--- config.mk ---
export PLATFORM = sky130hd
export DESIGN_NAME = quantized_neuron_mac_relu_argmax
export DESIGN_NICKNAME = d
export VERILOG_FILES = /design/src/rtl/qnmra_pkg.sv /design/src/rtl/qnmra_divider.sv /design/src/rtl/qnmra_datapath.sv /design/src/rtl/qnmra_ctrl.sv /design/src/rtl/quantized_neuron_mac_relu_argmax.sv
export SDC_FILE = /design/constraint.sdc
export NUM_CORES = 2
export LEC_CHECK = 0
export BUFFER_PORTS_ARGS = -buffer_cell sky130_fd_sc_hd__buf_2
export CORE_ASPECT_RATIO = 1.1
export CORE_MARGIN = 2
export CORE_UTILIZATION = 61
export CTS_CLUSTER_SIZE = 16
export DETAILED_ROUTE_END_ITERATION = 8
export PLACE_DENSITY = 0.82
export SYNTH_ARGS = -nofsm -noshare
export SYNTH_HDL_FRONTEND = slang
export SYNTH_HIERARCHICAL = 1
export SYNTH_SLANG_ARGS = --single-unit
--- constraint.sdc ---
create_clock -name clk -period 19.9 [get_ports clk]
set_clock_uncertainty 0.1 [all_clocks]
set_input_delay 3.98 -clock clk [delete_from_list [all_inputs] [get_ports clk]]
set_output_delay 3.98 -clock clk [all_outputs]
set_load 0.03 [all_outputs]
--- src/rtl/qnmra_pkg.sv ---
// Shared types, constants and control structs for the quantized neuron engine.
package qnmra_pkg;

    localparam int unsigned INDEX_WIDTH_DEF = 16;
    localparam int unsigned ACC_WIDTH_DEF   = 32;
    localparam int unsigned DATA_WIDTH      = 32;
    localparam int unsigned CFG_WIDTH       = 31;
    localparam int unsigned CFG_ADDR_WIDTH  = 2;
    localparam int unsigned OUT_INDEX_WIDTH = 16;

    localparam logic [CFG_ADDR_WIDTH-1:0] REG_IN_SCALE       = 2'd0;
    localparam logic [CFG_ADDR_WIDTH-1:0] REG_OUT_SCALE      = 2'd1;
    localparam logic [CFG_ADDR_WIDTH-1:0] REG_RESULT_DIVISOR = 2'd2;
    localparam logic [CFG_ADDR_WIDTH-1:0] REG_RELU_ENABLE    = 2'd3;

    localparam logic [15:0] IN_SCALE_RESET       = 16'd1000;
    localparam logic [15:0] OUT_SCALE_RESET      = 16'd1000;
    localparam logic [30:0] RESULT_DIVISOR_RESET = 31'd1000;

    typedef enum logic [2:0] {
        ST_IDLE,
        ST_MUL1,
        ST_DIV1,
        ST_MUL2,
        ST_ACC,
        ST_DIV2,
        ST_FINISH,
        ST_OUT
    } state_t;

    typedef struct packed {
        logic load;
        logic mul1;
        logic div_start;
        logic div_sel_final;
        logic mul2;
        logic acc;
        logic finish;
    } cmd_t;

    typedef struct packed {
        logic div_done;
        logic term_last;
    } status_t;

endpackage

--- src/rtl/qnmra_divider.sv ---
// Iterative signed divider, one quotient bit per cycle, truncating toward zero.
module qnmra_divider #(
    parameter int unsigned WIDTH = 64
) (
    input  logic             clk,
    input  logic             rst_n,
    input  logic             start,
    input  logic [WIDTH-1:0] dividend,
    input  logic [WIDTH-1:0] divisor,
    output logic             done,
    output logic [WIDTH-1:0] quotient
);

    localparam int unsigned CW = $clog2(WIDTH + 1);

    logic [WIDTH-1:0] rem_reg, rem_next;
    logic [WIDTH-1:0] quo_reg, quo_next;
    logic [WIDTH-1:0] dvs_reg, dvs_next;
    logic             neg_reg, neg_next;
    logic [CW-1:0]    cnt_reg, cnt_next;
    logic             busy_reg, busy_next;
    logic             done_reg, done_next;
    logic [WIDTH:0]   trial;
    logic [WIDTH-1:0] shifted;

    always_comb
    begin
        rem_next  = rem_reg;
        quo_next  = quo_reg;
        dvs_next  = dvs_reg;
        neg_next  = neg_reg;
        cnt_next  = cnt_reg;
        busy_next = busy_reg;
        done_next = 1'b0;
        shifted   = {rem_reg[WIDTH-2:0], quo_reg[WIDTH-1]};
        trial     = {1'b0, shifted} - {1'b0, dvs_reg};
        if (start)
        begin
            rem_next  = '0;
            quo_next  = dividend[WIDTH-1] ? (~dividend + 1'b1) : dividend;
            dvs_next  = divisor[WIDTH-1] ? (~divisor + 1'b1) : divisor;
            neg_next  = dividend[WIDTH-1] ^ divisor[WIDTH-1];
            cnt_next  = CW'(WIDTH);
            busy_next = 1'b1;
        end
        else if (busy_reg)
        begin
            if (!trial[WIDTH])
            begin
                rem_next = trial[WIDTH-1:0];
                quo_next = {quo_reg[WIDTH-2:0], 1'b1};
            end
            else
            begin
                rem_next = shifted;
                quo_next = {quo_reg[WIDTH-2:0], 1'b0};
            end
            cnt_next = cnt_reg - 1'b1;
            if (cnt_reg == CW'(1))
            begin
                busy_next = 1'b0;
                done_next = 1'b1;
            end
        end
    end

    always_ff @(posedge clk or negedge rst_n)
    begin
        if (!rst_n)
        begin
            busy_reg <= 1'b0;
            done_reg <= 1'b0;
            cnt_reg  <= '0;
        end
        else
        begin
            busy_reg <= busy_next;
            done_reg <= done_next;
            cnt_reg  <= cnt_next;
        end
    end

    always_ff @(posedge clk)
    begin
        rem_reg <= rem_next;
        quo_reg <= quo_next;
        dvs_reg <= dvs_next;
        neg_reg <= neg_next;
    end

    assign done     = done_reg;
    assign quotient = neg_reg ? (~quo_reg + 1'b1) : quo_reg;

endmodule

--- src/rtl/qnmra_datapath.sv ---
// Datapath: scaling, accumulate, final divide, ReLU and running argmax.
module qnmra_datapath #(
    parameter int unsigned INDEX_WIDTH = qnmra_pkg::INDEX_WIDTH_DEF,
    parameter int unsigned ACC_WIDTH   = qnmra_pkg::ACC_WIDTH_DEF
) (
    input  logic                    clk,
    input  logic                    rst_n,
    input  qnmra_pkg::cmd_t         cmd,
    output qnmra_pkg::status_t      status,
    input  logic [15:0]             in_scale_cfg,
    input  logic [15:0]             out_scale_cfg,
    input  logic [30:0]             result_divisor_cfg,
    input  logic                    relu_cfg,
    input  logic signed [31:0]      activation,
    input  logic signed [31:0]      weight,
    input  logic signed [31:0]      bias,
    input  logic                    term_last,
    input  logic                    layer_last,
    output logic signed [31:0]      neuron_value,
    output logic [15:0]             neuron_index,
    output logic [15:0]             best_label,
    output logic                    label_valid
);

    localparam int unsigned DW = 64;

    logic [31:0]            act_reg, wgt_reg, bias_reg;
    logic                   tlast_reg, llast_reg;
    logic [DW-1:0]          prod_reg, scaled_reg;
    logic [ACC_WIDTH-1:0]   acc_reg, acc_next;
    logic [INDEX_WIDTH-1:0] cnt_reg, cnt_next;
    logic signed [31:0]     best_val_reg;
    logic [INDEX_WIDTH-1:0] best_idx_reg;
    logic signed [31:0]     out_val_reg;
    logic [15:0]            out_idx_reg, out_best_reg;
    logic                   out_last_reg;
    logic                   div_done;
    logic [DW-1:0]          div_q, div_a, div_b;
    logic [ACC_WIDTH-1:0]   term, bias_term;
    logic signed [31:0]     val;
    logic signed [DW-1:0]   qs;
    logic signed [48:0]     act_prod;

    assign div_a = cmd.div_sel_final
        ? DW'($signed(acc_reg)) : prod_reg;
    assign div_b = cmd.div_sel_final
        ? ((result_divisor_cfg == '0) ? DW'(1) : DW'(result_divisor_cfg))
        : ((in_scale_cfg == '0) ? DW'(1) : DW'(in_scale_cfg));

    qnmra_divider #(.WIDTH(DW)) u_div (
        .clk      (clk),
        .rst_n    (rst_n),
        .start    (cmd.div_start),
        .dividend (div_a),
        .divisor  (div_b),
        .done     (div_done),
        .quotient (div_q)
    );

    assign act_prod  = $signed(act_reg) * $signed({1'b0, out_scale_cfg});
    assign term      = ACC_WIDTH'(scaled_reg[ACC_WIDTH-1:0] * ACC_WIDTH'($signed(wgt_reg)));
    assign bias_term = ACC_WIDTH'($signed(bias_reg)) * ACC_WIDTH'(out_scale_cfg);
    assign status.div_done  = div_done;
    assign status.term_last = tlast_reg;

    always_comb
    begin
        qs = $signed(div_q);
        if (qs > 64'sd2147483647)
            val = 32'sh7fffffff;
        else if (qs < -64'sd2147483648)
            val = 32'sh80000000;
        else
            val = div_q[31:0];
        if (relu_cfg && val <= 0)
            val = '0;
        acc_next = acc_reg;
        if (cmd.acc)
            acc_next = acc_reg + term;
        if (cmd.mul2)
            acc_next = acc_reg + bias_term;
        if (cmd.finish)
            acc_next = '0;
        cnt_next = llast_reg ? '0 : cnt_reg + 1'b1;
    end

    always_ff @(posedge clk or negedge rst_n)
    begin
        if (!rst_n)
        begin
            acc_reg      <= '0;
            cnt_reg      <= '0;
            best_val_reg <= '0;
            best_idx_reg <= '0;
            out_val_reg  <= '0;
            out_idx_reg  <= '0;
            out_best_reg <= '0;
            out_last_reg <= 1'b0;
        end
        else
        begin
            acc_reg <= acc_next;
            if (cmd.finish)
            begin
                if (cnt_reg == '0 || val > best_val_reg)
                begin
                    best_val_reg <= val;
                    best_idx_reg <= cnt_reg;
                    out_best_reg <= 16'(cnt_reg);
                end
                else
                    out_best_reg <= 16'(best_idx_reg);
                out_val_reg  <= val;
                out_idx_reg  <= 16'(cnt_reg);
                out_last_reg <= llast_reg;
                cnt_reg      <= cnt_next;
            end
        end
    end

    always_ff @(posedge clk)
    begin
        if (cmd.load)
        begin
            act_reg   <= activation;
            wgt_reg   <= weight;
            bias_reg  <= bias;
            tlast_reg <= term_last;
            llast_reg <= layer_last;
        end
        if (cmd.mul1)
            prod_reg <= DW'(act_prod);
        if (div_done && !cmd.div_sel_final)
            scaled_reg <= div_q;
    end

    assign neuron_value = out_val_reg;
    assign neuron_index = out_idx_reg;
    assign best_label   = out_best_reg;
    assign label_valid  = out_last_reg;

endmodule

--- src/rtl/qnmra_ctrl.sv ---
// Controller state machine sequencing one transfer through the datapath.
module qnmra_ctrl (
    input  logic               clk,
    input  logic               rst_n,
    input  logic               in_valid,
    output logic               in_stall,
    input  logic               out_stall,
    input  qnmra_pkg::status_t status,
    output qnmra_pkg::cmd_t    cmd
);

    qnmra_pkg::state_t state_reg, state_next;

    always_ff @(posedge clk or negedge rst_n)
    begin
        if (!rst_n)
            state_reg <= qnmra_pkg::ST_IDLE;
        else
            state_reg <= state_next;
    end

    always_comb
    begin
        state_next = state_reg;
        cmd        = '0;
        in_stall   = 1'b1;
        unique case (state_reg)
            qnmra_pkg::ST_IDLE:
            begin
                in_stall = 1'b0;
                if (in_valid)
                begin
                    cmd.load   = 1'b1;
                    state_next = qnmra_pkg::ST_MUL1;
                end
            end
            qnmra_pkg::ST_MUL1:
            begin
                cmd.mul1   = 1'b1;
                state_next = qnmra_pkg::ST_DIV1;
            end
            qnmra_pkg::ST_DIV1:
            begin
                cmd.div_start = 1'b1;
                state_next    = qnmra_pkg::ST_MUL2;
            end
            qnmra_pkg::ST_MUL2:
            begin
                if (status.div_done)
                    state_next = qnmra_pkg::ST_ACC;
            end
            qnmra_pkg::ST_ACC:
            begin
                cmd.acc = 1'b1;
                if (status.term_last)
                    state_next = qnmra_pkg::ST_DIV2;
                else
                    state_next = qnmra_pkg::ST_IDLE;
            end
            qnmra_pkg::ST_DIV2:
            begin
                cmd.mul2   = 1'b1;
                state_next = qnmra_pkg::ST_FINISH;
            end
            qnmra_pkg::ST_FINISH:
            begin
                // wait until the result register is free or being taken
                cmd.div_sel_final = 1'b1;
                if (!out_stall)
                begin
                    if (!status.div_done)
                        cmd.div_start = 1'b1;
                    state_next = qnmra_pkg::ST_OUT;
                end
            end
            qnmra_pkg::ST_OUT:
            begin
                cmd.div_sel_final = 1'b1;
                if (status.div_done)
                begin
                    cmd.finish = 1'b1;
                    state_next = qnmra_pkg::ST_IDLE;
                end
            end
            default: state_next = qnmra_pkg::ST_IDLE;
        endcase
    end

endmodule

--- src/rtl/quantized_neuron_mac_relu_argmax.sv ---
// Top level of the quantized neuron engine.
// Quantized neuron engine: each transfer adds ((activation*out_scale)/in_scale)*weight to
// a wrapping accumulator; the term marked last adds bias*out_scale, divides by
// result_divisor, optionally rectifies and updates a running argmax. One transfer at a
// time, paced by the 64-bit radix-2 divider shared between the scaling and the final
// divide; a last term also waits before its final divide while an untaken result holds
// the output register.
module quantized_neuron_mac_relu_argmax #(
    parameter int unsigned INDEX_WIDTH = qnmra_pkg::INDEX_WIDTH_DEF,
    parameter int unsigned ACC_WIDTH   = qnmra_pkg::ACC_WIDTH_DEF
) (
    input  logic               clk,
    input  logic               rst_n,
    input  logic               cfg_write,
    input  logic [1:0]         cfg_index,
    input  logic [30:0]        cfg_data,
    input  logic               in_valid,
    output logic               in_stall,
    input  logic signed [31:0] activation,
    input  logic signed [31:0] weight,
    input  logic signed [31:0] bias,
    input  logic               term_last,
    input  logic               layer_last,
    output logic               out_valid,
    input  logic               out_stall,
    output logic signed [31:0] neuron_value,
    output logic [15:0]        neuron_index,
    output logic [15:0]        best_label,
    output logic               label_valid
);

    logic [15:0] in_scale_reg, out_scale_reg;
    logic [30:0] result_divisor_reg;
    logic        relu_reg;
    logic        ov_reg;
    logic        ctl_in_stall;
    qnmra_pkg::cmd_t    cmd;
    qnmra_pkg::status_t status;

    always_ff @(posedge clk or negedge rst_n)
    begin
        if (!rst_n)
        begin
            in_scale_reg       <= qnmra_pkg::IN_SCALE_RESET;
            out_scale_reg      <= qnmra_pkg::OUT_SCALE_RESET;
            result_divisor_reg <= qnmra_pkg::RESULT_DIVISOR_RESET;
            relu_reg           <= 1'b1;
        end
        else if (cfg_write)
        begin
            unique case (cfg_index)
                qnmra_pkg::REG_IN_SCALE:       in_scale_reg       <= cfg_data[15:0];
                qnmra_pkg::REG_OUT_SCALE:      out_scale_reg      <= cfg_data[15:0];
                qnmra_pkg::REG_RESULT_DIVISOR: result_divisor_reg <= cfg_data;
                qnmra_pkg::REG_RELU_ENABLE:    relu_reg           <= cfg_data[0];
                default: ;
            endcase
        end
    end

    // result register: holds until taken; controller waits while it is full and not being taken
    always_ff @(posedge clk or negedge rst_n)
    begin
        if (!rst_n)
            ov_reg <= 1'b0;
        else if (cmd.finish)
            ov_reg <= 1'b1;
        else if (!out_stall)
            ov_reg <= 1'b0;
    end

    assign out_valid = ov_reg;
    assign in_stall  = ctl_in_stall;

    qnmra_ctrl u_ctrl (
        .clk       (clk),
        .rst_n     (rst_n),
        .in_valid  (in_valid),
        .in_stall  (ctl_in_stall),
        .out_stall (ov_reg && out_stall),
        .status    (status),
        .cmd       (cmd)
    );

    qnmra_datapath #(
        .INDEX_WIDTH (INDEX_WIDTH),
        .ACC_WIDTH   (ACC_WIDTH)
    ) u_dp (
        .clk                (clk),
        .rst_n              (rst_n),
        .cmd                (cmd),
        .status             (status),
        .in_scale_cfg       (in_scale_reg),
        .out_scale_cfg      (out_scale_reg),
        .result_divisor_cfg (result_divisor_reg),
        .relu_cfg           (relu_reg),
        .activation         (activation),
        .weight             (weight),
        .bias               (bias),
        .term_last          (term_last),
        .layer_last         (layer_last),
        .neuron_value       (neuron_value),
        .neuron_index       (neuron_index),
        .best_label         (best_label),
        .label_valid        (label_valid)
    );

endmodule

==> out/results.ini <==
[run_status]
outcome = finished, final reports clean

[synth]
synth_compound_area_share_pct = 7.801
synth.area.top_cells = fa_1 (32%), edfxtp_1 (12%), inv_1 (7.6%)
synth_xor_area_share_pct = 4.834
yosysWarnings = 6
synthFlopType = edfxtp_1
yosys.cell_types.count = 95
yosys.area_share.adder_pct = 38.78
synth_mux_area_share_pct = 3.450
yosys.area.top_type_share_pct = 32.21
synth_top_family_by_area = adder cells
syn_area_um2 = 78450
ys_seq_area_share_pct = 20.51
synthSimpleGateAreaFrac_pct = 15.00
synth_common_cells = inv_1 (1589), fa_1 (1262), nand2_1 (1201)
postSynthCellCount = 8359
yosysMostFrequentCell = inv_1
async_reset_ff_share_pct = 37.44
syn_area_per_cell_um2 = 9.385
synth_edf_count = 308
ys_ff_latch = 593
synth_top_area_cell = fa_1

[placement]
placed_cell_area_um2 = 80880
dp.final_hpwl_um = 155200
gp_congestion = 0.9575
port_buffers = 202

[global_route]
grt_pass1_wl_um = 332200
grt.total_usage_pct = 31.79
grt_pass1_vias = 62855
grt-ovfl-total = 0
busiest_layer = met2
met3_usage_pct = 7.685
grt_use_met2_pct = 50.81
grt_max_degree = 103
antenna_found_initial = 3
grt_use_met1_pct = 41.25

[clock_network]
cts_tree = built
cts_setup_buffers = 0
numCtsBuffers = 71
path_clk_slew_ps = 60
clock-sinks = 593
clock_path_buffers = 3
postCtsHoldBufs = 0
cts_root_buffer = clkbuf_16
cts_max_level = 3
insertion_delay_ps = 700
cts-resized-gates = 0

[drt]
drc = 0
drt_wl_total_um = 203900
wl_per_cell_um = 20.12
drt_iter0_drc = 5212
vias = 58917
via_per_inst = 5.814
ant_nets = 0
dr.pass1.iters = 8

[sta]
hold_violations = 0
holdWs_ps = 397.9
fmax_mhz = 118.4
fin_crit_sh_pct = 42.45
fin_crit_ps = 8449
tightest_slew_ps = 1213
slew_headroom_pct = 19.15
finalSetupViolations = 0
setup_tns_ps = 0
drv_slew = 0
rsz0062_at_grt = no

[final_layout]
design_area_um2 = 83360
diodes = 0
drive_above_1_share_pct = 8.185
syn_to_final_growth_pct = 6.268
nets = 10207

[hold_path]
hold_class = flop to flop

[critical_path]
cp.arrival_ps = 8910
endpoint_kind = flop
path_delay_family = simple AND/OR/NAND/NOR gates
reg2reg_to = u_dp/best_val_reg[1]$_DFFE_PN0P_
cpMaxStageDelayCell = or4_1
critPathRequiredTime_ps = 20360
reg2reg_slack_ps = 11450
start_kind = flop
path_class = flop to flop
cpMostUsedCell = a21o_1
r2r-start = u_dp/u_div/quo_reg[23]$_DFFE_PP_
worstSetupStartpoint = u_dp/u_div/quo_reg[23]$_DFFE_PP_
crit_cells = 29
endpoint = u_dp/best_val_reg[1]$_DFFE_PN0P_
crit_path_max_fanout = 32
crit_buf_inv = 3
cpPeakStageDelay_ps = 540
reg2regPathDepth = 29

[floorplan]
dieArea_um2 = 131500
die_w_um = 345.9
core_area_um2 = 128100
dieHeight_um = 380.1
fp-row-count = 138
start_util_pct = 61.23
num_io_pins = 203

[job]
drv_cap = 0

worst reg2reg max path: cells and delay by family, from the launching register on:
| family | cells | cell delay [ps] |
|---|---|---|
| DFF | 1 | 430 |
| muxes | 1 | 420 |
| xor gates and xnor gates | 1 | 240 |
| buffers and inverters | 3 | 990 |
| adders and majority gates | 1 | 310 |
| AOI/OAI and AO/OA | 11 | 2080 |
| and+or+nand+nor | 12 | 3780 |
metrics by stage:
| stage | util (%) | worst slack (ps) | std cells |
|---|---|---|---|
| 6_report | 65.07 | 11450 | 10134 |
| 2_1_floorplan | - | 8689 | 8461 |
| 4_1_cts | 65.07 | 11550 | 10134 |
| 3_3_place_gp | 63.13 | 11610 | 10004 |
| 3_5_place_dp | 63.13 | 11560 | 10004 |
| 5_1_grt | 65.07 | 10820 | 10134 |
how the worst min path moves through the flow:
stage	from	to	slack (ps)	cells after the start
6_report	u_dp/u_div/rem_reg[26]$_SDFFE_PP0P_	u_dp/u_div/rem_reg[27]$_SDFFE_PP0P_	400	2
5_1_grt	u_dp/u_div/rem_reg[40]$_SDFFE_PP0P_	u_dp/u_div/rem_reg[41]$_SDFFE_PP0P_	410	2
4_1_cts	u_dp/u_div/rem_reg[40]$_SDFFE_PP0P_	u_dp/u_div/rem_reg[41]$_SDFFE_PP0P_	390	2
3_5_place_dp	u_dp/u_div/rem_reg[26]$_SDFFE_PP0P_	u_dp/u_div/rem_reg[27]$_SDFFE_PP0P_	390	2
3_3_place_gp	u_dp/u_div/rem_reg[25]$_SDFFE_PP0P_	u_dp/u_div/rem_reg[26]$_SDFFE_PP0P_	380	2
2_1_floorplan	u_dp/u_div/rem_reg[1]$_SDFFE_PP0P_	u_dp/u_div/rem_reg[2]$_SDFFE_PP0P_	370	2
cell type report:
| type | instances | area, µm² |
|---|---|---|
| flip-flops and latches | 593 | 16100 |
| clock buffers | 88 | 1954 |
| clock inverters | 42 | 526.8 |
| well taps | 1680 | 2102 |
| inverters | 1591 | 5972 |
| fillers | 9932 | 44760 |
| multi-input cells | 5878 | 55240 |
| repair buffers | 262 | 1471 |
cell families after synthesis:
family / after synthesis
AND/OR/NAND/NOR: 2480
flip-flops: 593
other: 1
adder cells (fa/ha/maj): 1674
buffers and inverters: 1990
XOR/XNOR: 433
AO/OA/AOI/OAI: 952
multiplexers: 236
per-layer routing:
metal	routed length [µm]	part of all wire (%)
met5	31	0.015
met3	19870	9.7
met1	79940	39
met4	9791	4.8
met2	94220	46
placed cells by master (no fill, tap or decap), drive strengths merged, types with 21 or more instances in the layout:
| cell type | instances |
|---|---|
| inv | 1599 |
| fa | 1262 |
| nand2 | 1201 |
| and2 | 513 |
| ha | 412 |
| nor2 | 319 |
| edfxtp | 308 |
| xnor2 | 295 |
| a21oi | 281 |
| buf | 262 |
| mux2 | 215 |
| dfrtp | 203 |
| o21ai | 200 |
| xor2 | 138 |
| conb | 103 |
| a21o | 92 |
| clkbuf | 88 |
| dfxtp | 63 |
| o31ai | 61 |
| or3 | 59 |
| nand4 | 58 |
| nor3 | 57 |
| nand3 | 56 |
| a211oi | 53 |
| nor4 | 41 |
| a311oi | 40 |
| a31oi | 35 |
| nand2b | 35 |
| or4 | 34 |
| o21a | 30 |
| nor2b | 28 |
| o211ai | 27 |
| o41ai | 26 |
| and3 | 23 |
| or2 | 22 |
| clkinv | 22 |
| o21bai | 21 |
| mux2i | 21 |
Power is not shown: default switching activity piles up to over one toggle a cycle in this logic, so the estimate is an artifact.
